--- config.mk ---
export PLATFORM = sky130hd
export DESIGN_NAME = atl_cordic_stage
export DESIGN_NICKNAME = d
export VERILOG_FILES = /design/src/atl_pkg.sv /design/src/atl_cordic_stage.sv
export SDC_FILE = /design/constraint.sdc
export NUM_CORES = 1
export LEC_CHECK = 0
export BUFFER_PORTS_ARGS = -buffer_cell sky130_fd_sc_hd__buf_2
export CAP_MARGIN = 15
export CORE_ASPECT_RATIO = 1.75
export CORE_MARGIN = 2
export CORE_UTILIZATION = 35
export CTS_BUF_LIST = sky130_fd_sc_hd__clkbuf_2 sky130_fd_sc_hd__clkbuf_4 sky130_fd_sc_hd__clkbuf_8
export CTS_CLUSTER_DIAMETER = 100
export DETAILED_ROUTE_END_ITERATION = 7
export HOLD_SLACK_MARGIN = 0.12
export SETUP_SLACK_MARGIN = 0.1
export SYNTH_ARGS = -nofsm -noshare
export SYNTH_HDL_FRONTEND = slang
export SYNTH_SLANG_ARGS = --single-unit
export TNS_END_PERCENT = 1
--- constraint.sdc ---
create_clock -name i_clk -period 22.1 [get_ports i_clk]
set_clock_uncertainty 0.1 [all_clocks]
set_input_delay 4.42 -clock i_clk [delete_from_list [all_inputs] [get_ports i_clk]]
set_output_delay 4.42 -clock i_clk [all_outputs]
set_load 0.01 [all_outputs]
--- src/atl_pkg.sv ---
// Shared types, constants and the arctangent table for the tilt angle unit.
package atl_pkg;

    localparam int WORD_W    = 16;
    localparam int SAMPLE_W  = 14;
    localparam int ACC_FRAC  = 24;
    localparam int XY_W      = SAMPLE_W + ACC_FRAC + 4;
    localparam int ACC_W     = 32;
    localparam int OUT_W     = 17;
    localparam int TABLE_LEN = 24;

    localparam logic signed [ACC_W-1:0] ATAN_TAB [TABLE_LEN] = '{
        32'sd754974720, 32'sd445687602, 32'sd235489088, 32'sd119537938,
        32'sd60000934,  32'sd30029717,  32'sd15018523,  32'sd7509720,
        32'sd3754917,   32'sd1877466,   32'sd938734,    32'sd469367,
        32'sd234684,    32'sd117342,    32'sd58671,     32'sd29335,
        32'sd14668,     32'sd7334,      32'sd3667,      32'sd1833,
        32'sd917,       32'sd458,       32'sd229,       32'sd115
    };

    typedef struct packed {
        logic signed [XY_W-1:0]  x;
        logic signed [XY_W-1:0]  y;
        logic signed [ACC_W-1:0] acc;
        logic                    num_neg;
        logic                    den_neg;
        logic                    num_zero;
        logic                    den_zero;
    } t_chan;

    typedef struct packed {
        t_chan pitch;
        t_chan roll;
    } t_work;

    function automatic t_chan chan_init(input logic signed [SAMPLE_W-1:0] num,
                                        input logic signed [SAMPLE_W-1:0] den);
        t_chan                c;
        logic [SAMPLE_W-1:0]  a;
        logic [SAMPLE_W-1:0]  b;
        a = den[SAMPLE_W-1] ? SAMPLE_W'(-den) : SAMPLE_W'(den);
        b = num[SAMPLE_W-1] ? SAMPLE_W'(-num) : SAMPLE_W'(num);
        c = '0;
        c.x[ACC_FRAC +: SAMPLE_W] = a;
        c.y[ACC_FRAC +: SAMPLE_W] = b;
        c.num_neg  = num[SAMPLE_W-1];
        c.den_neg  = den[SAMPLE_W-1];
        c.num_zero = (num == '0);
        c.den_zero = (den == '0);
        return c;
    endfunction

endpackage

--- src/atl_cordic_stage.sv ---
// One registered CORDIC vectoring iteration for the pitch and roll channels.
module atl_cordic_stage #(
    parameter int SHIFT = 0
) (
    input  logic           i_clk,
    input  logic           i_rst_n,
    input  logic           i_valid,
    output logic           o_ready,
    input  atl_pkg::t_work i_data,
    output logic           o_valid,
    input  logic           i_ready,
    output atl_pkg::t_work o_data
);

    localparam logic signed [atl_pkg::ACC_W-1:0] ATAN_STEP = atl_pkg::ATAN_TAB[SHIFT];

    logic           r_valid;
    atl_pkg::t_work r_data;
    atl_pkg::t_work n_data;

    function automatic atl_pkg::t_chan rotate(input atl_pkg::t_chan c);
        atl_pkg::t_chan                    r;
        logic signed [atl_pkg::XY_W-1:0]   dx;
        logic signed [atl_pkg::XY_W-1:0]   dy;
        dx = $signed(c.y) >>> SHIFT;
        dy = $signed(c.x) >>> SHIFT;
        r  = c;
        if (!c.y[atl_pkg::XY_W-1]) begin
            r.x   = c.x + dx;
            r.y   = c.y - dy;
            r.acc = c.acc + ATAN_STEP;
        end else begin
            r.x   = c.x - dx;
            r.y   = c.y + dy;
            r.acc = c.acc - ATAN_STEP;
        end
        return r;
    endfunction

    always_comb begin
        n_data.pitch = rotate(i_data.pitch);
        n_data.roll  = rotate(i_data.roll);
    end

    assign o_ready = !r_valid || i_ready;
    assign o_valid = r_valid;
    assign o_data  = r_data;

    always_ff @(posedge i_clk) begin
        if (!i_rst_n) begin
            r_valid <= 1'b0;
        end else if (o_ready) begin
            r_valid <= i_valid;
        end
    end

    always_ff @(posedge i_clk) begin
        if (o_ready && i_valid) begin
            r_data <= n_data;
        end
    end

    a_x_positive : assert property (@(posedge i_clk) disable iff (!i_rst_n)
        r_valid |-> !r_data.pitch.x[atl_pkg::XY_W-1] && !r_data.roll.x[atl_pkg::XY_W-1])
        else $error("Vector x component went negative.");

endmodule

[Word level (Yosys, flattened, before mapping)]
Cells that the tools add are included.
Word-level totals
  output and inout port bits: 242
  word-level logic and storage cells: 30
  bits in registers: 241
Cells by class
  mux-type cells: 2
  reductions and logical operators: 3
  add/sub/neg operators: 10
Operators by type and width (number)
  2-to-1 mux 116 bit: 2
  subtractor 42 bit: 4
  adder 42 bit: 2
  adder 32 x 31 -> 32 bit (second input constant): 2
  subtractor 32 x 31 -> 32 bit (second input constant): 2
  logical AND 1 bit: 1
  zero test 1 bit: 1
  logical OR 1 bit: 1

[Depth between registers and ports, before layout]
  depth after elaboration: 3
  gate-level depth with buffers: 14

[Worst setup path after synthesis]
No wires, ideal clock.
  path kind: input port to flip-flop
  from: input port i_ready
  to: register r_data (netlist bit o_data[0]), enable pin
  arrival time: 10.049 ns
  path slack: 11.321 ns
  data required time: 21.370 ns
  path buffers: 0
  stages: 2
  cells stage by stage: nand2b_1 > and2_1
Between the ends
  cells in the longest elaborated chain, start to end: 2
Ends and longest elaborated chain
  start, declared: RTL line atl_cordic_stage.sv:11  | input logic i_ready,
  logical OR 1 bit: RTL line atl_cordic_stage.sv:45  | assign o_ready = !r_valid || i_ready;
  logical AND 1 bit: RTL line atl_cordic_stage.sv:58  | if (o_ready && i_valid) begin
  end signal, assigned: RTL line atl_cordic_stage.sv:59  | r_data <= n_data;
  end, declared: RTL line atl_cordic_stage.sv:18  | atl_pkg::t_work r_data;
No other way between the ends.
A chain may end at the register's enable or synchronous reset.

[Worst setup path in the final report]
  from: input port i_ready
  to: output port o_ready
Between the ends
  cells in the longest elaborated chain, start to end: 1
Ends and longest elaborated chain
  logical OR 1 bit: RTL line atl_cordic_stage.sv:45
  end, declared: RTL line atl_cordic_stage.sv:8  | output logic o_ready,
No other way between the ends.

==> impl_metrics.json <==
{
  "gp_congestion": 0.984,
  "synthCells": 2626,
  "synth_top_area_cell": "edfxtp_1",
  "syn-cell-area_sq_mm": 0.0229,
  "rsz0062_at_grt": "false",
  "slew_headroom_pct": 31.3,
  "worst-path-buf-inv": 2,
  "cts-root-buf": "clkbuf_8",
  "die_y_microns": 343,
  "areaGrowthSynthToFinish_pct": 17.3,
  "cts_resized": 0,
  "wl_per_cell_microns": 23.7,
  "avgViaCountPerCell": 5.58,
  "drt-initial-drc-count": 1122,
  "drtPass1Iterations": 5,
  "clock-sinks": 239,
  "ys_warn_count": 0,
  "finalPower_uw": 1680,
  "grt_pass1_wl_microns": 133000,
  "critPathMostFrequentCell": "buf_2",
  "io_buffer_count": 485,
  "cts_setup_buffers": 0,
  "dr_wl_met2_microns": 48700,
  "fin_nets": 3591,
  "powerDensity_mw_per_mm2": 62.3,
  "antenna_found_initial": 25,
  "ys_seq_area_share_pct": 31.2,
  "placed_area_sq_mm": 0.0260,
  "cp-end-kind": "primary output",
  "dr.max_layer_used": "met5",
  "dieArea_sq_mm": 0.0677,
  "setup_violations": 0,
  "num-fill-cells": 6757,
  "ys_types": 97,
  "drc_errors": 0,
  "multiInputGateArea_sq_mm": 0.0142,
  "synth_top_area_share_pct": 31.1,
  "r2r-end": "o_data[38]",
  "status": "completed",
  "synth_flop_cell": "edfxtp_1",
  "dr_total_vias": 21900,
  "finalCriticalPeriod_ns": 9.33,
  "path_cells": "buf_2 > nand2b_1 > buf_2",
  "overflow": 0,
  "synthTopCellsByArea": "edfxtp_1 (31%), ha_1 (16%), a21oi_1 (7.6%)",
  "hold_class": "reg2reg",
  "die_w_microns": 198,
  "tns_ns": 0,
  "synth_fp_nets": 3168,
  "r2r.worst_path.cells": 3,
  "peakVddDrop_v": 0.0000431,
  "num_io_pins": 486,
  "cts_tree": "yes",
  "cp_max_fo": 3,
  "max_freq_mhz": 107,
  "worstPathArrival_ns": 4.81,
  "critPathLaunchType": "input pin",
  "required_ns": 17.58,
  "grt_usage_pct": 26.4,
  "dr_wl_met3_microns": 5580,
  "area.sequential_sq_mm": 0.00717,
  "path_depth": 3,
  "path_delay_family": "buffers and inverters",
  "path_clk_slew_ns": 0.06,
  "endpoint": "o_ready",
  "max-cap-violations": 0,
  "rows": 124,
  "critical-path-max-stage-delay_ns": 0.15,
  "r2r_start": "o_valid",
  "worst_pin_slew_ns": 1.02,
  "rrSetupSlack_ns": 19.57,
  "detail_route.wirelength_microns": 92800,
  "finalCritPeriodShare_pct": 42.2,
  "htreeDepth": 2,
  "synth.avg_cell_area_sq_um": 8.74,
  "finalHoldViolations": 0,
  "cp_slowest_cell": "nand2b_1",
  "synth_seq_cells": 239,
  "ys_async_sr_fraction_pct": 0,
  "p_leak_uw": 0.0120,
  "dp_hpwl_microns": 75300,
  "startpoint": "i_ready",
  "layout_commonest_cell": "buf_2",
  "clkLatencyLatePin_ns": 0.65,
  "ant_nets": 0,
  "grt_max_degree": 89,
  "critPathKind": "in2out",
  "cts_hold_buffers": 0,
  "synth_edf_count": 238,
  "clockBufferDepth": 3,
  "initial_core_util_pct": 35.2,
  "slew_violations": 0,
  "final_area_sq_mm": 0.0269,
  "layout-drive-gt1-share_pct": 19.9,
  "numCtsBuffers": 41,
  "met1_length_microns": 31600,
  "core_area_sq_mm": 0.0652,
  "grt_pass1_vias": 21900,
  "mostFrequentLayoutCells": "buf_2 (483), a21oi_1 (350), ha_1 (290)"
}
## through the flow
| step | utilization, % | instances | hold WS (ns) | worst slack, ns |
|---|---|---|---|---|
| 3_5_place_dp | 39.9 | 3825 | 0.424 | 12.77 |
| 4_1_cts | 41.3 | 3899 | 0.437 | 12.77 |
| 2_1_floorplan | - | 2626 | 0.510 | 11.32 |
| 5_1_grt | 41.3 | 3906 | 0.463 | 12.76 |
| 6_report | 41.3 | 3915 | 0.437 | 12.77 |
| 3_3_place_gp | 39.9 | 3825 | 0.436 | 12.76 |
## worst min-delay path, stage by stage (launching register included)
cell,delay (ns)
dfxtp_1,0.31
nand2b_1,0.09
a21boi_0,0.09
## cell families after synthesis
logic type      after synthesis  share of synthesized area, %
fa+ha+maj                   298                          16.5
xor+xnor                    172                          6.56
compound gates              897                          24.8
flops                       239                          31.2
mux                          49                          2.15
simple gates                567                          11.9
buf+inv                     404                          6.89
## where the power goes
group | switching (uW) | total, uW | leakage (uW) | internal (uW)
sequential | 18.6 | 596 | 0.00231 | 578
clock | 211 | 453 | 0.000449 | 242
combinational | 405 | 627 | 0.00928 | 222
total | 635 | 1680 | 0.0120 | 1040
## sequential cells by signal, indices dropped and copies added (netlist names)
name,flops
o_valid,1
o_data,238
## cell usage after synthesis, types with 15 or more instances
master      n
o31ai_1    34
o21bai_1   70
nand2b_1   18
xnor2_1   152
buf_2      26
a21o_1     50
nor2_1    172
buf_1      19
edfxtp_1  238
ha_1      290
nor4_1     19
nor2b_1    19
a31oi_1    21
clkbuf_1   67
inv_1     274
mux2i_1    47
nand2_1   133
xor2_1     20
a21oi_1   350
nand4_1    37
o21a_1     19
o211ai_1   15
nand3_1    39
o21ai_0   178
a211oi_1   24
nor3_1     56
## routing by layer
metal | vias up | track usage (%)
li1 | 10300 | -
met1 | 10300 | 25.6
met2 | 950 | 50.3
met3 | 305 | 5.04
met4 | 20 | 17.5
met5 | - | 0
## cell type report
class                           count  share of cell area (%)
Antenna cell                       16                   0.149
Clock inverter                     21                   0.799
Clock buffer                       53                    2.43
Tap cell                          819                    3.81
Multi-Input combinational cell   1983                    52.8
Inverter                          285                    3.97
Timing Repair Buffer              499                    9.43
Sequential cell                   239                    26.6
## worst min-delay path by stage
stage | cells past startpoint | endpoint | slack (ns) | startpoint
6_report | 2 | o_valid | 0.44 | o_valid
5_1_grt | 2 | o_valid | 0.46 | o_valid
4_1_cts | 2 | o_valid | 0.44 | o_valid
3_5_place_dp | 2 | o_valid | 0.42 | o_valid
3_3_place_gp | 2 | o_valid | 0.44 | o_valid
2_1_floorplan | 2 | o_valid | 0.51 | o_valid
Note: power is estimated with default switching activity, not from simulation.
