File: src/atl_pkg.sv
// Shared types, constants and the arctangent table for the tilt angle unit.
package atl_pkg;

    localparam int WORD_W    = 16;
    localparam int SAMPLE_W  = 14;
    localparam int ACC_FRAC  = 24;
    localparam int XY_W      = SAMPLE_W + ACC_FRAC + 4;
    localparam int ACC_W     = 32;
    localparam int OUT_W     = 17;
    localparam int TABLE_LEN = 24;

    localparam logic signed [ACC_W-1:0] ATAN_TAB [TABLE_LEN] = '{
        32'sd754974720, 32'sd445687602, 32'sd235489088, 32'sd119537938,
        32'sd60000934,  32'sd30029717,  32'sd15018523,  32'sd7509720,
        32'sd3754917,   32'sd1877466,   32'sd938734,    32'sd469367,
        32'sd234684,    32'sd117342,    32'sd58671,     32'sd29335,
        32'sd14668,     32'sd7334,      32'sd3667,      32'sd1833,
        32'sd917,       32'sd458,       32'sd229,       32'sd115
    };

    typedef struct packed {
        logic signed [XY_W-1:0]  x;
        logic signed [XY_W-1:0]  y;
        logic signed [ACC_W-1:0] acc;
        logic                    num_neg;
        logic                    den_neg;
        logic                    num_zero;
        logic                    den_zero;
    } t_chan;

    typedef struct packed {
        t_chan pitch;
        t_chan roll;
    } t_work;

    function automatic t_chan chan_init(input logic signed [SAMPLE_W-1:0] num,
                                        input logic signed [SAMPLE_W-1:0] den);
        t_chan                c;
        logic [SAMPLE_W-1:0]  a;
        logic [SAMPLE_W-1:0]  b;
        a = den[SAMPLE_W-1] ? SAMPLE_W'(-den) : SAMPLE_W'(den);
        b = num[SAMPLE_W-1] ? SAMPLE_W'(-num) : SAMPLE_W'(num);
        c = '0;
        c.x[ACC_FRAC +: SAMPLE_W] = a;
        c.y[ACC_FRAC +: SAMPLE_W] = b;
        c.num_neg  = num[SAMPLE_W-1];
        c.den_neg  = den[SAMPLE_W-1];
        c.num_zero = (num == '0);
        c.den_zero = (den == '0);
        return c;
    endfunction

endpackage

File: src/atl_prep.sv
// Input stage: unpacks the register words and seeds both vectoring channels.
module atl_prep (
    input  logic                       i_clk,
    input  logic                       i_rst_n,
    input  logic                       i_valid,
    output logic                       o_ready,
    input  logic [atl_pkg::WORD_W-1:0] i_accel_x_word,
    input  logic [atl_pkg::WORD_W-1:0] i_accel_y_word,
    input  logic [atl_pkg::WORD_W-1:0] i_accel_z_word,
    output logic                       o_valid,
    input  logic                       i_ready,
    output atl_pkg::t_work             o_data
);

    logic                                   r_valid;
    atl_pkg::t_work                         r_data;
    atl_pkg::t_work                         n_data;
    logic signed [atl_pkg::SAMPLE_W-1:0]    sx;
    logic signed [atl_pkg::SAMPLE_W-1:0]    sy;
    logic signed [atl_pkg::SAMPLE_W-1:0]    sz;

    assign sx = $signed(i_accel_x_word[atl_pkg::WORD_W-1:2]);
    assign sy = $signed(i_accel_y_word[atl_pkg::WORD_W-1:2]);
    assign sz = $signed(i_accel_z_word[atl_pkg::WORD_W-1:2]);

    always_comb begin
        n_data.pitch = atl_pkg::chan_init(sy, sz);
        n_data.roll  = atl_pkg::chan_init(sx, sz);
    end

    assign o_ready = !r_valid || i_ready;
    assign o_valid = r_valid;
    assign o_data  = r_data;

    always_ff @(posedge i_clk) begin
        if (!i_rst_n) begin
            r_valid <= 1'b0;
        end else if (o_ready) begin
            r_valid <= i_valid;
        end
    end

    always_ff @(posedge i_clk) begin
        if (o_ready && i_valid) begin
            r_data <= n_data;
        end
    end

    a_zero_flag : assert property (@(posedge i_clk) disable iff (!i_rst_n)
        r_valid |-> (r_data.pitch.num_zero == (r_data.pitch.y == '0))
                 && (r_data.roll.num_zero == (r_data.roll.y == '0)))
        else $error("Zero flag disagrees with the seeded magnitude.");

endmodule

File: config.mk
export PLATFORM = sky130hd
export DESIGN_NAME = atl_prep
export DESIGN_NICKNAME = d
export VERILOG_FILES = /design/src/atl_pkg.sv /design/src/atl_prep.sv
export SDC_FILE = /design/constraint.sdc
export NUM_CORES = 1
export LEC_CHECK = 0
export CAP_MARGIN = 20
export CORE_AREA = 2 2 115 117
export DETAILED_ROUTE_END_ITERATION = 10
export DIE_AREA = 0 0 117 119
export DONT_BUFFER_PORTS = 1
export GPL_ROUTABILITY_DRIVEN = 0
export PLACE_DENSITY = 0.51
export RECOVER_POWER = 100
export SETUP_SLACK_MARGIN = 0.3
export SYNTH_ARGS = -nofsm -noshare
export SYNTH_HDL_FRONTEND = slang
export SYNTH_SLANG_ARGS = --single-unit
File: constraint.sdc
create_clock -name i_clk -period 1.9 [get_ports i_clk]
set_clock_uncertainty 0.15 [all_clocks]
set_input_delay 0.19 -clock i_clk [delete_from_list [all_inputs] [get_ports i_clk]]
set_output_delay 0.19 -clock i_clk [all_outputs]
set_load 0.02 [all_outputs]
Word level (Yosys, flattened, before mapping)
Index checks and enable logic that the tools add are counted.

Word-level logic and storage cells: 25. Bits in registers: 49.

Add/sub/neg operators: 3. Mux-type cells: 3. Reduce and logical (&&, ||, !) cells: 6.

Operators by type and width (count): zero test 14 bit (3); negation 14 bit (3); two-way mux 13 bit (3); logical AND 1 bit (1); zero test 1 bit (1); logical OR 1 bit (1).

Longest topological paths before layout
Gate-level depths: netlist of the first run.

Word-level depth: 3. Mapped depth: 6.

Worst setup path after synthesis of the first run
No wires, ideal clock.

Path kind: reg2reg. Start: register r_valid, in the netlist o_valid. End: register r_data, in the netlist o_data[102], enable pin. Period minus slack after synthesis: 2.361 ns. Cell stages (with the launch flop): 3. Slack: -0.461 ns. Arrival: 1.801 ns. Path buffers: 0. Cell sequence: dfxtp_1 nand2b_1 and2_1.

Longest elaborated chain between the ends: 3.

RTL lines: start: declaration (RTL line atl_prep.sv:15) `logic r_valid;`; start signal: assignment (RTL line atl_prep.sv:39) `r_valid <= i_valid;`; zero test 1 bit (RTL line atl_prep.sv:31) `assign o_ready = !r_valid || i_ready;`; logical OR 1 bit (RTL line atl_prep.sv:31); via o_ready (RTL line atl_prep.sv:6) `output logic o_ready,`; logical AND 1 bit (RTL line atl_prep.sv:44) `if (o_ready && i_valid) begin`; end signal: assignment (RTL line atl_prep.sv:45) `r_data <= n_data;`; end: declaration (RTL line atl_prep.sv:16) `atl_pkg::t_work r_data;`.

The timed path passes the listed nets, and every way through them passes these cells. A chain may end at the register's enable or synchronous reset.

Worst setup path in the final report of the first run
Start: register r_valid, in the netlist o_valid. End: register r_data, in the netlist o_data[192], enable pin.

Same word-level chain as after synthesis.

==> impl_metrics.ini, run 1 <==
[yosys]
ys_seq_elements = 49
synth_flop_cell = edfxtp_1
synth.distinct_cells = 26
syn_area_per_cell_um2 = 10.72
synth_warnings = 0
async_flop_share_pct = 0
synth_cells = 363
synth_edf_count = 48
synth_area_um2 = 3891
ys_seq_area_share_pct = 37.56

[drt]
ant_nets = 0
wl_mm = 6.932
first_pass_iters = 4
via_count = 1986
vias_per_cell = 3.515
drc = 0
detail_route.wl_per_cell_um = 12.27
drt_iter0_drc = 83

[critical_path]
crit_fanout = 16
setup.worst_path.start = o_valid$_SDFFE_PN0N_
cp.arrival_ns = 1.46
r2r_cells = 3
critical_path_class = flip-flop to flip-flop
crit_chain = nand2b_4 > and2_0 > buf_4
cp-start-kind = flip-flop
worstReg2RegEnd = o_data[192]$_DFFE_PP_
r2r_setup_slack_ns = 0.27
rr_startpoint = o_valid$_SDFFE_PN0N_
slowest_stage = dfxtp_1
crit_end = o_data[192]$_DFFE_PP_
critical-path-top-delay-family = simple AND/OR/NAND/NOR gates
end_kind = flip-flop
crit_buf_inv = 1
cp.depth = 3
cp_slowest_stage_delay_ns = 0.42
worst-endpoint-required_ns = 1.73

[global_routing]
gr-total-overflow = 0
track_usage_pct = 9.113
grt_pass1_vias = 1721
grt_max_degree = 33
grt_pass1_wl_mm = 9.459
antenna_found_initial = 0

[final_layout]
fill_cells = 1335
area_delta_synth_final_pct = -2.347
drive_gt1_share_pct = 3.342
fin_nets = 443
final_cell_mix = 176 x conb_1, 48 x edfxtp_1, 42 x dlygate4sd3_1
multiInputGateArea_um2 = 1481
seqCellArea_um2 = 1461
layout_commonest_cell = conb_1
n_antenna_cell = 0

[sta]
min_period_ns = 1.630
rsz0062_at_grt = false
post-route-period-util_pct = 85.82
final-setup-viol-count = 0
hold_violations = 0
fin_setup_tns_ns = 0
fmax_mhz = 613.3
finalMaxSlewViolations = 0

[outcome]
status = completed

[cts]
clockRootBuffer = clkbuf_16
cts.clk_slew.worst_paths_ns = 0.06
tritoncts = yes
clk_latency_ns = 0.29
cts_resized = 0
clock_sinks = 49
h-tree-depth = 2
clockBufferDepth = 2
cts_buffers = 5

[floorplanning]
die_x_um = 117
core_um2 = 12870
io_pins = 294
die-area_um2 = 13920
row_count = 42
die_h_um = 119
initial_utilization_pct = 30.22

[power_and_ir_drop]
leakage_nw = 1.572
ir_worst_vdd_mv = 0.2386
power_density_nw_per_um2 = 802.6
finalPower_mw = 3.050

[placed_design]
port-buffer-count = 0
dp_hpwl_mm = 4.924

[flow_run]
cap_violations = 0

[hold_path]
hold_class = input pin to flip-flop
## metrics by stage
step	hold slack, ns	util, %	worst slack, ns	cell area, um2	instances
2_1_floorplan	0.1389	-	0.2753	4663	538
3_3_place_gp	0.1391	26.28	0.2671	3383	515
3_5_place_dp	0.1391	26.28	0.2534	3383	515
4_1_cts	0.00008279	30.81	0.3392	3966	565
5_1_grt	0.003919	29.51	0.1745	3800	565
6_report	0.009815	29.51	0.2695	3800	565
## where the power goes
part	internal, mW	leakage, nW	total, mW	switching (mW)
combinational	0.142	1.02	0.568	0.426
clock	0.618	0.0785	1.01	0.391
sequential	1.30	0.474	1.47	0.174
total	2.06	1.57	3.05	0.991
## how the worst min path moves through the flow
stage / cells past startpoint / to / from
finish: 1 / o_data[193]$_SDFFCE_PN0P_ / i_accel_y_word[15]
global route: 1 / o_data[193]$_SDFFCE_PN0P_ / i_accel_y_word[15]
CTS: 2 / o_data[186]$_DFFE_PP_ / i_accel_y_word[6]
detailed placement: 0 / o_data[102]$_DFFE_PP_ / i_accel_z_word[2]
global placement: 0 / o_data[60]$_DFFE_PP_ / i_accel_x_word[2]
floorplan: 0 / o_data[102]$_DFFE_PP_ / i_accel_z_word[2]
## metal layers
layer | part of all wire [%] | track usage (%)
met1 | 34 | 9.192
met2 | 53 | 16.11
met3 | 11 | 3.053
met4 | 2.5 | 5.147
met5 | 0 | 0
## final cells by class
cell class                      instances  area share, %
Inverter                                7         0.6915
Timing Repair Buffer                   44          11.79
Sequential cell                        49          38.46
Tap cell                              176          5.795
Multi-Input combinational cell        281          38.99
Clock buffer                            6          3.392
Clock inverter                          2         0.8890
## repair_timing
| action | 4_1_cts | 5_1_grt |
|---|---|---|
| endpoints found under the hold margin | 47 | 0 |
| setup buffers | 0 | 0 |
| hold buffers | 42 | 0 |
## flip-flops by register name (all words and copies together) (netlist names)
name     count
o_data      48
o_valid      1
## cell usage after synthesis (3+ instances only)
| library cell | number | area, um2 |
|---|---|---|
| edfxtp_1 | 48 | 1441 |
| or3_1 | 3 | 18.77 |
| o21ai_0 | 9 | 45.04 |
| nand2b_1 | 4 | 25.02 |
| or4_4 | 6 | 67.56 |
| o41ai_1 | 3 | 26.28 |
| inv_1 | 7 | 26.28 |
| and3_1 | 3 | 18.77 |
| buf_4 | 192 | 1441 |
| buf_1 | 3 | 11.26 |
| or3b_2 | 3 | 26.28 |
| o31ai_1 | 6 | 45.04 |
| ha_1 | 3 | 37.54 |
| buf_6 | 3 | 33.78 |
| o31ai_2 | 9 | 112.6 |
| nor4b_1 | 3 | 26.28 |
| nand2_1 | 6 | 22.52 |
| o41ai_4 | 3 | 82.58 |
| or4_1 | 3 | 22.52 |
| xnor2_1 | 33 | 289.0 |
| clkbuf_1 | 3 | 11.26 |
| nor2_1 | 6 | 22.52 |
## cell families after synthesis
kind of cell / synth area share (%)
xor gates and xnor gates: 7.428
other: 0.09637
AOI/OAI and AO/OA: 8.199
DFF: 37.56
adders and majority gates: 0.9647
buffers and inverters: 39.16
and+or+nand+nor: 6.592
No activity file was read; power rests on OpenSTA's default activity.
==> run 2: changes to the inputs <==
HOLD_SLACK_MARGIN = 0.12   (was default)
==> run 2 against run 1 <==
Against the previous run: the flow now finishes with violations (negative hold slack); core utilization rose by 0.43 points; register-to-register slack about the same; hold slack lost 0.17 ns.
==> impl_metrics.ini, run 2 (same netlist as run 1, synthesis figures left out) <==
[final_layout]
largest_reg_flops = 48
final_cell_mix = 176 x conb_1, 48 x edfxtp_1, 44 x dlygate4sd3_1
n_antenna_cell = 0
drive_gt1_share_pct = 3.807
fin_nets = 448
finish.instance_area_um2 = 3855
area_delta_synth_final_pct = -0.9324
layout_commonest_cell = conb_1

[global_routing]
grt_pass1_vias = 1745
met1_usage_pct = 9.065
grt_pass1_wl_mm = 9.356
grt_util_met2_pct = 15.86
antenna_found_initial = 0
busiest_layer = met2
met3_usage_pct = 3.003
track_usage_pct = 8.997
gr-total-overflow = 0
grt_max_degree = 33

[critical_path]
crit_chain = nand2b_4 > and2_0 > buf_4
worst-endpoint-required_ns = 1.73
crit_fanout = 16
r2r_setup_slack_ns = 0.26
end_kind = flip-flop
cp.arrival_ns = 1.47
worstReg2RegEnd = o_data[192]$_DFFE_PP_
rr_startpoint = o_valid$_SDFFE_PN0N_
cp_slowest_stage_delay_ns = 0.43
slowest_stage = dfxtp_1
cp-start-kind = flip-flop
r2r_cells = 3
critical_path_class = flip-flop to flip-flop

[drt]
ant_nets = 0
vias_per_cell = 3.504
via_count = 1997
detail_route.wl_per_cell_um = 11.96
drc = 0
wl_mm = 6.817
drt_iter0_drc = 80
first_pass_iters = 4

[floorplanning]
die_x_um = 117
io_pins = 294
die_h_um = 119
row_count = 42
die-area_um2 = 13920
core_um2 = 12870
initial_utilization_pct = 30.22

[cts]
clockBufferDepth = 2
tritoncts = yes
cts_buffers = 5
clk_latency_ns = 0.29
clockRootBuffer = clkbuf_16
h-tree-depth = 2
clock_sinks = 49
post_cts_buffers = 0
hold_buffers = 47
cts.clk_slew.worst_paths_ns = 0.07

[power_and_ir_drop]
share_comb_of_total_power_pct = 19.2
leakage_nw = 1.618
pwr-share-seq_pct = 47.9
swShare_pct = 32.44
p_switching_mw = 0.9977
power_density_nw_per_um2 = 797.8
intPower_mw = 2.078
clkPwrFrac_pct = 32.9
ir_worst_vdd_mv = 0.2388

[sta]
rsz0062_at_grt = false
finalMaxSlewViolations = 0
fmax_mhz = 609.4
hold_violations = 9
min_period_ns = 1.641
setup_slack_ns = 0.2591
final-setup-viol-count = 0
whs_ns = -0.1576
fin_setup_tns_ns = 0
post-route-period-util_pct = 86.36

[hold_path]
hold_path_depth = 0
min_from = i_accel_y_word[15]
hold_class = input pin to flip-flop
hold_end = o_data[123]$_DFFE_PP_

[placed_design]
dp_hpwl_mm = 4.924
placedInstanceArea_um2 = 3383
place_worst_setup_slack_ns = 0.2534
port-buffer-count = 0

[flow_run]
cap_violations = 0

[outcome]
violations = negative hold slack
status = finished with violations
==> run 2: per-stage QoR <==
step                hold WS, ns  util, %  cells  power, mW
floorplan                0.1389        -    538      2.269
finish                  -0.1576    29.94    570      3.076
CTS                     -0.1751    31.20    570      3.144
detailed placement       0.1391    26.28    515      1.996
global placement         0.1391    26.28    515      1.993
global route            -0.1785    29.94    570      3.223
==> run 2: what timing repair did <==
action                                 CTS  global route
setup endpoints to repair                0             2
resized for setup                        0             3
endpoints found under the hold margin   49            40
==> run 2: cell type report <==
class | count | area, um2
Sequential cell | 49 | 1461
Clock inverter | 2 | 33.78
Fill cell | 1329 | 9020
Inverter | 7 | 26.28
Multi-Input combinational cell | 281 | 1479
Clock buffer | 6 | 128.9
Timing Repair Buffer | 49 | 505.5
Tap cell | 176 | 220.2
==> run 2: how the worst max path moves through the flow <==
stage / from / end / slack, ns
floorplan: i_accel_z_word[9] / o_data[112]$_DFFE_PP_ / 0.28
global placement: i_accel_y_word[2] / o_data[187]$_DFFE_PP_ / 0.27
detailed placement: i_accel_x_word[9] / o_data[70]$_DFFE_PP_ / 0.25
CTS: i_accel_x_word[11] / o_data[71]$_DFFE_PP_ / 0.30
global route: o_valid$_SDFFE_PN0N_ / o_data[192]$_DFFE_PP_ / 0.17
finish: o_valid$_SDFFE_PN0N_ / o_data[192]$_DFFE_PP_ / 0.26
==> run 2: metal layers <==
| layer | vias to the layer above | share of wire [%] |
|---|---|---|
| met5 | - | 0 |
| met4 | 0 | 2.6 |
| met3 | 12 | 11 |
| met2 | 152 | 52 |
| met1 | 920 | 34 |
| li1 | 913 | - |
==> run 2: power groups by stage <==
stage | logic, mW | clock network (mW) | registers, mW
after global placement | 0.493 | 0 | 1.50
final | 0.591 | 1.01 | 1.47
after floorplan | 0.823 | 0 | 1.45
after CTS | 0.612 | 1.06 | 1.48
after detailed placement | 0.497 | 0 | 1.50
after global routing | 0.635 | 1.10 | 1.49
==> run 2: critical path: cells and delay by family, from the launching register on <==
kind          cells  cell delay, ns
buf+inv           1            0.30
flops             1            0.43
simple gates      2            0.44
