**config.mk**
```make
export PLATFORM = sky130hd
export DESIGN_NAME = atl_finish
export DESIGN_NICKNAME = d
export VERILOG_FILES = /design/src/atl_pkg.sv /design/src/atl_finish.sv
export SDC_FILE = /design/constraint.sdc
export NUM_CORES = 1
export LEC_CHECK = 0
export ABC_AREA = 1
export BUFFER_PORTS_ARGS = -buffer_cell sky130_fd_sc_hd__buf_4
export CORE_AREA = 2 2 109 111
export DETAILED_ROUTE_END_ITERATION = 8
export DIE_AREA = 0 0 111 113
export PLACE_DENSITY = 0.85
export SYNTH_ARGS = -nofsm -noshare
export SYNTH_HDL_FRONTEND = slang
export SYNTH_SLANG_ARGS = --single-unit
```
**constraint.sdc**
```tcl
create_clock -name i_clk -period 5.3 [get_ports i_clk]
set_input_delay 0.53 -clock i_clk [delete_from_list [all_inputs] [get_ports i_clk]]
set_output_delay 0.53 -clock i_clk [all_outputs]
set_load 0.005 [all_outputs]
```
**src/atl_pkg.sv**
```systemverilog
// Shared types, constants and the arctangent table for the tilt angle unit.
package atl_pkg;

    localparam int WORD_W    = 16;
    localparam int SAMPLE_W  = 14;
    localparam int ACC_FRAC  = 24;
    localparam int XY_W      = SAMPLE_W + ACC_FRAC + 4;
    localparam int ACC_W     = 32;
    localparam int OUT_W     = 17;
    localparam int TABLE_LEN = 24;

    localparam logic signed [ACC_W-1:0] ATAN_TAB [TABLE_LEN] = '{
        32'sd754974720, 32'sd445687602, 32'sd235489088, 32'sd119537938,
        32'sd60000934,  32'sd30029717,  32'sd15018523,  32'sd7509720,
        32'sd3754917,   32'sd1877466,   32'sd938734,    32'sd469367,
        32'sd234684,    32'sd117342,    32'sd58671,     32'sd29335,
        32'sd14668,     32'sd7334,      32'sd3667,      32'sd1833,
        32'sd917,       32'sd458,       32'sd229,       32'sd115
    };

    typedef struct packed {
        logic signed [XY_W-1:0]  x;
        logic signed [XY_W-1:0]  y;
        logic signed [ACC_W-1:0] acc;
        logic                    num_neg;
        logic                    den_neg;
        logic                    num_zero;
        logic                    den_zero;
    } t_chan;

    typedef struct packed {
        t_chan pitch;
        t_chan roll;
    } t_work;

    function automatic t_chan chan_init(input logic signed [SAMPLE_W-1:0] num,
                                        input logic signed [SAMPLE_W-1:0] den);
        t_chan                c;
        logic [SAMPLE_W-1:0]  a;
        logic [SAMPLE_W-1:0]  b;
        a = den[SAMPLE_W-1] ? SAMPLE_W'(-den) : SAMPLE_W'(den);
        b = num[SAMPLE_W-1] ? SAMPLE_W'(-num) : SAMPLE_W'(num);
        c = '0;
        c.x[ACC_FRAC +: SAMPLE_W] = a;
        c.y[ACC_FRAC +: SAMPLE_W] = b;
        c.num_neg  = num[SAMPLE_W-1];
        c.den_neg  = den[SAMPLE_W-1];
        c.num_zero = (num == '0);
        c.den_zero = (den == '0);
        return c;
    endfunction

endpackage

```
**src/atl_finish.sv**
```systemverilog
// Output stages: clamp and round the angle, then apply quadrant and sign.
module atl_finish #(
    parameter int ANGLE_FRAC_BITS = 8
) (
    input  logic                              i_clk,
    input  logic                              i_rst_n,
    input  logic                              i_valid,
    output logic                              o_ready,
    input  atl_pkg::t_work                    i_data,
    output logic                              o_valid,
    input  logic                              i_ready,
    output logic signed [atl_pkg::OUT_W-1:0]  o_pitch_deg,
    output logic signed [atl_pkg::OUT_W-1:0]  o_roll_deg
);

    localparam int OW    = atl_pkg::OUT_W;
    localparam int AW    = atl_pkg::ACC_W;
    localparam int MAG_W = ANGLE_FRAC_BITS + 8;
    localparam int ANG_W = ANGLE_FRAC_BITS + 9;
    localparam int DROP  = atl_pkg::ACC_FRAC - ANGLE_FRAC_BITS;
    localparam logic [AW-1:0]    LIM   = AW'(90 * (2 ** atl_pkg::ACC_FRAC));
    localparam logic [AW-1:0]    HALF  = AW'(2 ** (DROP - 1));
    localparam logic [MAG_W-1:0] ONE90 = MAG_W'(90 * (2 ** ANGLE_FRAC_BITS));
    localparam logic [MAG_W-1:0] ONE80 = MAG_W'(180 * (2 ** ANGLE_FRAC_BITS));

    logic                    r_a_valid;
    logic [MAG_W-1:0]        r_a_mag [2];
    logic                    r_a_sub [2];
    logic                    r_a_neg [2];
    logic [MAG_W-1:0]        n_a_mag [2];
    logic                    n_a_sub [2];
    logic                    n_a_neg [2];
    atl_pkg::t_chan          chan    [2];
    logic                    a_ready;

    logic                    r_b_valid;
    logic signed [OW-1:0]    r_b_deg [2];
    logic signed [OW-1:0]    n_b_deg [2];

    assign chan[0] = i_data.pitch;
    assign chan[1] = i_data.roll;

    always_comb begin
        logic [AW-1:0] clamped;
        logic [AW-1:0] rounded;
        for (int ch = 0; ch < 2; ch++) begin
            if (chan[ch].acc[AW-1]) begin
                clamped = '0;
            end else if (chan[ch].acc > $signed(LIM)) begin
                clamped = LIM;
            end else begin
                clamped = chan[ch].acc;
            end
            rounded = (clamped + HALF) >> DROP;
            if (chan[ch].num_zero) begin
                n_a_mag[ch] = chan[ch].den_neg ? ONE80 : '0;
            end else if (chan[ch].den_zero) begin
                n_a_mag[ch] = ONE90;
            end else begin
                n_a_mag[ch] = rounded[MAG_W-1:0];
            end
            n_a_sub[ch] = chan[ch].den_neg && !chan[ch].num_zero;
        end
        n_a_neg[0] = !chan[0].num_neg;
        n_a_neg[1] = chan[1].num_neg;
    end

    always_comb begin
        logic signed [ANG_W-1:0] v;
        logic signed [ANG_W-1:0] ang;
        for (int ch = 0; ch < 2; ch++) begin
            if (r_a_sub[ch]) begin
                v = $signed({1'b0, ONE80}) - $signed({1'b0, r_a_mag[ch]});
            end else begin
                v = $signed({1'b0, r_a_mag[ch]});
            end
            ang = r_a_neg[ch] ? -v : v;
            n_b_deg[ch] = OW'(ang);
        end
    end

    assign o_ready     = !r_a_valid || a_ready;
    assign a_ready     = !r_b_valid || i_ready;
    assign o_valid     = r_b_valid;
    assign o_pitch_deg = r_b_deg[0];
    assign o_roll_deg  = r_b_deg[1];

    always_ff @(posedge i_clk) begin
        if (!i_rst_n) begin
            r_a_valid <= 1'b0;
            r_b_valid <= 1'b0;
        end else begin
            if (o_ready) begin
                r_a_valid <= i_valid;
            end
            if (a_ready) begin
                r_b_valid <= r_a_valid;
            end
        end
    end

    always_ff @(posedge i_clk) begin
        if (o_ready && i_valid) begin
            r_a_mag <= n_a_mag;
            r_a_sub <= n_a_sub;
            r_a_neg <= n_a_neg;
        end
        if (a_ready && r_a_valid) begin
            r_b_deg <= n_b_deg;
        end
    end

    a_mag_range : assert property (@(posedge i_clk) disable iff (!i_rst_n)
        r_a_valid |-> (r_a_mag[0] <= ONE80) && (r_a_mag[1] <= ONE80))
        else $error("Rounded angle magnitude exceeds a half turn.");

    a_sub_quadrant : assert property (@(posedge i_clk) disable iff (!i_rst_n)
        r_a_valid && (r_a_sub[0] || r_a_sub[1]) |->
            (!r_a_sub[0] || r_a_mag[0] <= ONE90) && (!r_a_sub[1] || r_a_mag[1] <= ONE90))
        else $error("Quadrant mirror applied to a magnitude above a right angle.");

endmodule

```
== Word-level counts from Yosys, hierarchy flattened ==
Cells that the tools add are included.
Cells by class
  $add $sub $neg: 6
  $lt $le $gt $ge: 2
  reductions and logical operators: 11
  multiplexer cells: 14
Operator list (number)
  two-way mux 16 bit: 6
  two-way mux 31 bit: 3
  two-way mux 17 bit: 4
  adder 32 x 16 -> 32 bit (second input constant): 2
  > comparator 32 bit (second input constant): 2
  negation 17 bit: 2
  subtractor 16 x 16 -> 17 bit (first input constant): 2
  two-way mux 32 bit: 1
  logical NOT 1 bit: 5
  logical AND 1 bit: 4
  logical OR 1 bit: 2
Word-level totals
  word-level logic and storage cells: 43
  input port bits: 244
  output and inout port bits: 36
  register bits after elaboration: 72

== Longest topological paths before layout ==
Gate-level depths: netlist (run 1).
  depth in word-level cells: 6
  mapped depth: 18
  mapped depth without buffers: 17

== Least setup slack after synthesis (run 1) ==
No wires, ideal clock.
  kind: input-to-reg
  from: input i_ready
  to: register r_b_deg (netlist bit o_pitch_deg[0]) (enable)
  buffers on the path: 0
  library setup time: 0.436 ns
  required time: 4.864 ns
  data arrival time: 2.254 ns
  path slack: 2.610 ns
  cell stages on the path: 2
  path through: inv_1 a21oi_1
On the way
  word-level cells in the longest chain between the ends: 2
Ends and longest elaborated chain
  start, declared: RTL line atl_finish.sv:11  | input logic i_ready,
  logical OR 1 bit: RTL line atl_finish.sv:83  | assign a_ready = !r_b_valid || i_ready;
  logical AND 1 bit: RTL line atl_finish.sv:108  | if (a_ready && r_a_valid) begin
  end signal, assigned: RTL line atl_finish.sv:109  | r_b_deg <= n_b_deg;
  end, declared: RTL line atl_finish.sv:37  | logic signed [OW-1:0] r_b_deg [2];
Every way passes these cells.
A chain may end at the register's enable or synchronous reset.

==> impl_metrics.ini, run 1 <==
[synthesis]
yosys.area.top_type = edfxtp_1
synth_edf_count = 70
synthArstFlopShare_pct = 0
synthCells = 787
yosys-top-cells-area = edfxtp_1, nand2_1, inv_1
yosys.cell_count.top_type = nand2_1
ys_warn_count = 0
synth_cell_types = 45
synth_top_area_share_pct = 37.9
synth_common_cells = nand2_1, inv_1, nor2_1, edfxtp_1, nand3_1
synth_nets = 1037
netlist_area_sq_um = 5550
synthFlopType = edfxtp_1
avgSynthCellArea_sq_um = 7.05
synth_seq_area_share_pct = 38.6
ys_ff_latch = 72

[floorplanning]
dieArea_sq_um = 12500
die_w_um = 111
initial_core_util_pct = 49.2
core_area_sq_um = 11300
rows = 39
io_pins = 280
die_y_um = 113

[run]
drv_cap = 0

[place]
gp_congestion = 0.926
dp_hpwl_um = 9130
portBuffers = 111

[sta]
holdWs_ns = 0.375
skew_ns = 0.00405
period_minus_slack_ns = 2.95
tns_ns = 0
slew_violations = 0
max_slew_margin_pct = 29.4
setup_violations = 0
post-route-period-util_pct = 55.7
rsz0062_at_grt = false
max_freq_mhz = 339
hold_violations = 0
worst_pin_slew_ns = 1.06

[routing]
postRouteAntennaNets = 0
dr.first_iter.drc_count = 331
drt-pass1-iter-count = 5
vias = 5042
wl_per_cell_um = 10.8
drc_errors = 0
routed_wl_um = 11300
via_per_inst = 4.81

[worst_setup_path]
crit_type = primary input to register
cp-end-kind = register
crit_start = i_data[155]
crit_arrival_ns = 3.02
crit_chain = buf_4, inv_2, nand2_2, nor2_2, nand2_1, nor2_1, nand2_1, nand2_2, nand2_2, nor2_1, ha_1, nand4_1, nor2_4, nand4_1, o21ai_1, nand3_1
reg2reg_from = r_a_sub[0]
crit_path_start_kind = primary input
crit_slowest_cell = nand2_2
cp.required_ns = 5.37
cp_slowest_stage_delay_ns = 0.33
crit_fanout = 21
crit_path_frequent_cell = nand2_2

[global_route]
grt_usage_pct = 18.6
grt_pass1_vias = 4477
grt-ovfl-total = 0
antenna_found_initial = 0
grt_pass1_wl_um = 19500
grt_max_degree = 37

[power_and_ir_drop]
p_int_mw = 1.20
combPwrFrac_pct = 20.0
p_leak_nw = 3.34
p_sw_mw = 0.417
power_density_nw_per_um2 = 236
power.share.clock_pct = 36.5
p_seq_share_pct = 43.5
ir_worst_vdd_v = 0.000188
sw_frac_of_total_pct = 25.9

[cts]
cts_hold_repair.buffers = 0
insertion_delay_ns = 0.33
post_cts_buffers = 0
cts_buffer_depth = 2
path_clk_slew_ns = 0.05
cts-root-buf = clkbuf_16
cts_tree = built
cts_made_buffers = 9
h-tree-depth = 3
postCtsResizedCells = 0
cts_sinks = 72

[min_path]
hold_path_class = primary input to register
min-delay-start = i_data[3]

[cells_and_area]
fin_nets = 1150
multi_input_area_sq_um = 2800
antennaDiodeCount = 0
regArea_sq_um = 2140
layout-drive-gt1-share_pct = 17.2
fillers = 1029
syn2layout_area_growth_pct = 23.0

[outcome]
run_status = completed
## worst paths after layout
path	end	slack (ns)	cells after the start
min	r_a_neg[0]	0.38	1
max reg2reg	o_roll_deg[11]	2.72	12
max	r_a_mag[29]	2.35	16
min reg2reg	o_roll_deg[0]	0.49	0
## power groups by stage
stage,Clock [mW],Combinational (mW),Sequential [mW]
final,0.588,0.322,0.701
after global routing,0.622,0.368,0.707
after CTS,0.597,0.323,0.702
after detailed placement,0,0.322,0.713
after global placement,0,0.315,0.712
after floorplan,0,0.209,0.705
## stage by stage
stage | util [%] | instance area (sq um) | power (mW) | worst slack [ns] | cells
floorplan | - | 5550 | 0.914 | 2.61 | 787
detailed placement | 57.9 | 6520 | 1.04 | 2.01 | 1032
global route | 60.6 | 6830 | 1.70 | 2.05 | 1048
CTS | 60.6 | 6830 | 1.62 | 2.35 | 1048
finish | 60.6 | 6830 | 1.61 | 2.35 | 1048
global placement | 57.9 | 6520 | 1.03 | 2.06 | 1032
## cell usage in the layout, fill, tap and decap left out, types with 3 or more instances in the layout
master / instances
nand2_1: 195
inv_1: 145
nor2_1: 119
buf_4: 112
edfxtp_1: 70
nand3_1: 55
xor2_1: 38
nand4_1: 30
o21ai_0: 28
a21oi_1: 20
nor3_1: 10
clkbuf_16: 9
nand3b_1: 8
nor2_2: 7
ha_1: 6
xnor2_1: 5
clkbuf_8: 5
nand2_2: 4
inv_2: 3
nand3_2: 3
## metal layers
layer,wire length [um],up-vias,global-route usage [%]
met2,4950,146,29.1
met1,5510,2140,26.0
met3,662,15,3.05
li1,-,2741,-
met4,177,0,7.58
met5,0,-,0
## state kept, by name, summed over array words and instances, names as in the netlist
signal	count
r_a_neg	2
o_pitch_deg	17
r_a_valid	1
o_roll_deg	17
o_valid	1
r_a_mag	32
r_a_sub	2
## cells by family (layout without fill, tap and decap cells)
kind of cell,count (synthesis),in the layout,share of synthesized area (%)
flops,72,72,38.6
fa+ha+maj,6,6,1.35
buf+inv,160,278,11.2
simple gates,444,444,36.0
xor+xnor,43,43,6.79
compound gates,62,62,6.04
## final cells by class
cell class                 instances  area share, %
clock buffer                      15           4.36
clock inverter                     1          0.110
sequential                        72           31.4
tap                              143           2.62
multi-input combinational        555           40.9
timing repair buffer             112           12.3
inverter                         150           8.28
## worst max-delay path, delay by kind of cell
family	cells	cell delay [ns]
AO/OA/AOI/OAI	1	0.16
buffers and inverters	2	0.33
adder cells (fa/ha/maj)	1	0.18
AND/OR/NAND/NOR	12	1.82
(Power assumes the default switching activity.)
==> inputs of run 2 (changes only) <==
ABC_AREA = 0   (was 1)
CORE_AREA = 2 2 101 123   (was 2 2 109 111)
DIE_AREA = 0 0 103 125   (was 0 0 111 113)
PLACE_DENSITY = 0.8   (was 0.85)
clock period = 3 ns   (was 5.3 ns; I/O delays follow)
==> run 2 against run 1 <==
  * Synthesized cell count is 28% lower
  * Cell count decreased by 19%
  * Hold slack lost 0.23 ns
  * Non-clock buffer count increased by 28
  * Global-route usage rose by 1.4 points
==> impl_metrics.ini, run 2 <==
[cts]
post_cts_buffers = 0
cts-root-buf = clkbuf_16
insertion_delay_ns = 0.34
h-tree-depth = 3
cts_made_buffers = 9
cts_sinks = 72
cts_buffer_depth = 2
path_clk_slew_ns = 0.06
cts_tree = built
cts_hold_repair.buffers = 0

[sta]
post-route-period-util_pct = 95.4
worst_slack_ns = 0.138
rsz0062_at_grt = false
skew_ns = 0.00615
max_freq_mhz = 349
slew_violations = 0
max_slew_margin_pct = 36.1
worst_pin_slew_ns = 0.956
setup_violations = 0
period_minus_slack_ns = 2.86
hold_violations = 0

[synthesis]
netlist_area_sq_um = 5280
avgSynthCellArea_sq_um = 9.36
synthArstFlopShare_pct = 0
synth_nets = 814
synth_cell_types = 69
yosys-top-cells-area = edfxtp_1, xnor2_1, xor2_1
synth_top_area_share_pct = 39.8
synthFlopType = edfxtp_1
yosys.cell_count.top_type = edfxtp_1
synth_seq_area_share_pct = 40.6
yosys.area.top_type = edfxtp_1
synth_common_cells = edfxtp_1, nand2_1, xnor2_1, nor2_1, xor2_1
ys_warn_count = 0
ys_ff_latch = 72
synth_edf_count = 70
synthCells = 564

[routing]
via_per_inst = 5.67
routed_wl_um = 12600
postRouteAntennaNets = 0
dr.first_iter.drc_count = 445
wl_per_cell_um = 14.8
drt-pass1-iter-count = 5
drc_errors = 0
vias = 4844

[global_route]
grt_max_degree = 37
antenna_found_initial = 0
grt_pass1_vias = 4545
grt_usage_pct = 20.1
grt-ovfl-total = 0
grt_pass1_wl_um = 20900

[cells_and_area]
layout-drive-gt1-share_pct = 25.5
antennaDiodeCount = 0
regMostFlops = r_a_mag
final_cell_mix = buf_4, edfxtp_1, nand2_1
final_common_cell = buf_4
syn2layout_area_growth_pct = 28.7
fin_nets = 938
largest_reg_flops = 32

[floorplanning]
io_pins = 280
dieArea_sq_um = 12900
initial_core_util_pct = 44.8
rows = 44
die_w_um = 103
core_area_sq_um = 11800
die_y_um = 125

[worst_setup_path]
cp-end-kind = register
reg2reg_slack_ns = 0.14
crit_chain = inv_1, ha_1, or4b_4, o311a_1, a311o_1, o21bai_2, o311ai_0, o211ai_1
cp_slowest_stage_delay_ns = 0.52
crit_arrival_ns = 2.93
worst_path_dominant_cell_family = compound AO/OA/AOI/OAI gates
crit_fanout = 6
cp.required_ns = 3.07
crit_slowest_cell = or4b_4
crit_type = register to register
crit_buf_inv = 1
crit_path_start_kind = register

[power_and_ir_drop]
ir_worst_vdd_v = 0.000291
power_density_nw_per_um2 = 455
finalPower_mw = 3.09
p_leak_nw = 2.59

[place]
gp_congestion = 0.904
pre_cts_slack_ns = -0.0951
portBuffers = 111
dp_hpwl_um = 9670

[outcome]
run_status = completed

[run]
drv_cap = 0

[min_path]
hold_path_class = primary input to register
run 2: path summary, 6_finish.rpt:
kind	from	to	cells past startpoint
setup / recovery	r_a_mag[17]	o_pitch_deg[16]	8
hold / removal	i_data[3]	r_a_neg[0]	1
setup reg to reg	r_a_mag[17]	o_pitch_deg[16]	8
hold reg to reg	r_a_valid	o_valid	1
run 2: layout make-up:
cell class                 instances  area, sq um
clock buffer                      11          243
fill                            1008         4990
timing repair buffer             140         1050
tap                              161          201
sequential                        72         2140
clock inverter                     5          104
multi-input combinational        443         2970
inverter                          22         82.6
run 2: report_power, final:
part           switching (mW)  internal [mW]
sequential             0.0609           1.20
combinational           0.311          0.293
clock                   0.392          0.834
run 2: what timing repair did:
action / in CTS / in global routing
gates resized for setup: 0 / 2
endpoints found under the hold margin: 0 / 0
endpoints found under the setup margin: 0 / 2
run 2: per-stage QoR:
stage          cells  area (sq um)  utilization (%)  hold WS [ns]  TNS (ns)
2_1_floorplan    564          5280                -         0.399         0
3_3_place_gp     838          6430             54.6         0.489         0
3_5_place_dp     838          6430             54.6         0.486    -0.215
4_1_cts          854          6780             57.6         0.131         0
5_1_grt          854          6790             57.7         0.134         0
6_report         854          6790             57.7         0.142         0
run 2: kinds of logic after synthesis:
| logic type | after synthesis | share of synthesized area, % |
|---|---|---|
| buf+inv | 49 | 3.51 |
| simple gates | 241 | 25.7 |
| flops | 72 | 40.6 |
| fa+ha+maj | 6 | 1.42 |
| mux | 8 | 1.54 |
| xor+xnor | 73 | 12.1 |
| compound gates | 115 | 15.2 |
run 2: metal layers:
metal,share of wire (%),vias to the layer above,GRT usage [%]
li1,-,2404,-
met1,43,2206,26.5
met2,47,216,32.3
met3,8.0,18,4.42
met4,1.6,0,7.04
met5,0,-,0
==> inputs of run 3 (changes only) <==
ABC_AREA = 1   (was 0)
CORE_AREA = 2 2 103 125   (was 2 2 101 123)
DIE_AREA = 0 0 105 127   (was 0 0 103 125)
==> run 3 against run 2 <==
  * Flip-flop and latch count did not move
  * Hold slack improved by 0.019 ns
  * Register-to-register slack improved by 0.49 ns
  * Non-clock buffer count fell by 24
  * Die area rose by 3.6%
  * Cell area rose by 0.39%
  * Critical endpoint is now o_roll_deg[16]
  * Highest routed layer unchanged
==> impl_metrics.ini, run 3 (synthesized netlist as in run 1, its figures left out) <==
[routing]
wl_per_cell_um = 10.7
vias = 5060
drt-pass1-iter-count = 5
routed_wl_um = 11500
via_per_inst = 4.74
postRouteAntennaNets = 0
dr.first_iter.drc_count = 184
drc_errors = 0

[sta]
tns_ns = 0
max_freq_mhz = 421
worst_pin_slew_ns = 1.02
max_slew_margin_pct = 31.8
skew_ns = 0.00607
post-route-period-util_pct = 79.1
hold_violations = 0
period_minus_slack_ns = 2.37
worst_slack_ns = 0.627
setup_violations = 0
slew_violations = 0
rsz0062_at_grt = false

[worst_setup_path]
r2r_cells = 15
cp-end-kind = register
cp_slowest_stage_delay_ns = 0.38
rr_endpoint = o_roll_deg[16]
crit_slowest_cell = edfxtp_1
worst_path_dominant_cell_family = simple AND/OR/NAND/NOR gates
cp.required_ns = 3.06
crit_path_frequent_cell = nand2_1
crit_type = register to register
reg2reg_slack_ns = 0.63
crit_fanout = 5
crit_buf_inv = 2
crit_path_start_kind = register
crit_chain = inv_1, ha_1, nand2_1, o21ai_0, inv_1, ha_1, nand3_1, nor2_1, nand2_1, nor2_1, nand3_1, nand2_1, nand2_1, nand2_1, o21ai_0
reg2reg_from = r_a_mag[0]
crit_arrival_ns = 2.43

[floorplanning]
io_pins = 280
die_y_um = 127
dieArea_sq_um = 13300
die_w_um = 105
core_area_sq_um = 12000
rows = 44
initial_core_util_pct = 46.2

[global_route]
top_usage_layer = met2
antenna_found_initial = 0
use_met2_pct = 28.9
met1_usage_pct = 23.2
grt_pass1_wl_um = 19600
grt-ovfl-total = 0
grt_usage_pct = 17.5
grt_max_degree = 37
met3_usage_pct = 2.45
grt_pass1_vias = 4570

[min_path]
whs_endpoint = r_a_neg[0]
hold_path_class = primary input to register
min-delay-start = i_data[3]
min_path_cells = 1

[cells_and_area]
final_common_cell = nand2_1
regMostFlops = r_a_mag
antennaDiodeCount = 0
regArea_sq_um = 2140
multi_input_area_sq_um = 2800
syn2layout_area_growth_pct = 22.9
fin_nets = 1154
largest_reg_flops = 32
fillers = 1176
layout-drive-gt1-share_pct = 17.0
final_cell_mix = nand2_1, inv_1, nor2_1
final_cells = 1068

[cts]
postCtsResizedCells = 0
cts_hold_repair.buffers = 0
h-tree-depth = 3
cts_made_buffers = 9
path_clk_slew_ns = 0.05
cts_sinks = 72
post_cts_buffers = 0
insertion_delay_ns = 0.32
cts_tree = built
cts-root-buf = clkbuf_16
cts_buffer_depth = 2

[power_and_ir_drop]
p_leak_nw = 3.33
power_density_nw_per_um2 = 395
ir_worst_vdd_v = 0.000257

[place]
portBuffers = 111
place_inst = 1054
pre_cts_slack_ns = 0.330
dp_hpwl_um = 9320
gp_congestion = 0.912

[run]
drv_cap = 0

[outcome]
run_status = completed
run 3: cell types whose count changed in the layout (fill, tap and decap cells not counted), moves of 22 or more:
cell / delta
buf_4: -24
inv_1: +124
nand2_1: +148
nor2_1: +83
nor4_1: -22
nand3_1: +35
xnor2_1: -37
run 3: how the worst max path moves through the flow:
stage	from	endpoint	slack (ns)	depth (start not counted)
final	r_a_mag[0]	o_roll_deg[16]	0.63	15
after global placement	i_data[35]	r_a_mag[13]	0.35	18
after detailed placement	i_data[35]	r_a_mag[13]	0.33	18
after CTS	r_a_mag[0]	o_roll_deg[16]	0.63	15
after global routing	r_a_mag[0]	o_roll_deg[16]	0.33	15
after floorplan	o_valid	o_pitch_deg[0]	0.52	1
run 3: where the power goes:
part	switching [mW]	total, mW	leakage (nW)	internal [mW]
clock	0.335	0.875	0.118	0.540
sequential	0.0355	1.23	0.701	1.20
combinational	0.338	0.584	2.51	0.246
run 3: metrics by stage:
step | area [sq um] | total power, mW | hold WS, ns | util, %
after detailed placement | 6580 | 1.84 | 0.460 | 54.8
after global placement | 6580 | 1.82 | 0.434 | 54.8
after global routing | 6820 | 2.84 | 0.144 | 56.8
final | 6820 | 2.69 | 0.161 | 56.8
after CTS | 6820 | 2.72 | 0.147 | 56.8
after floorplan | 5550 | 1.61 | 0.399 | -
run 3: routing by layer:
metal  wire, um  vias up
met2       5370      133
met5          0        -
met4        198        0
met3        519       12
li1           -     2746
met1       5390     2169
run 3: worst register-to-register path, stage by stage (launching register included):
cell and delay (ns):
edfxtp_1 0.38, inv_1 0.16, ha_1 0.26, nand2_1 0.06, o21ai_0 0.07, inv_1 0.10, ha_1 0.18, nand3_1 0.09
nor2_1 0.11, nand2_1 0.07, nor2_1 0.19, nand3_1 0.10, nand2_1 0.15, nand2_1 0.07, nand2_1 0.05, o21ai_0 0.07
run 3: cell type report:
cell class	instances	area share [%]
repair buffers	116	12.8
clock inverters	3	0.165
clock buffers	11	3.41
inverters	150	8.29
multi-input cells	555	41.0
well taps	161	2.95
flip-flops and latches	72	31.4
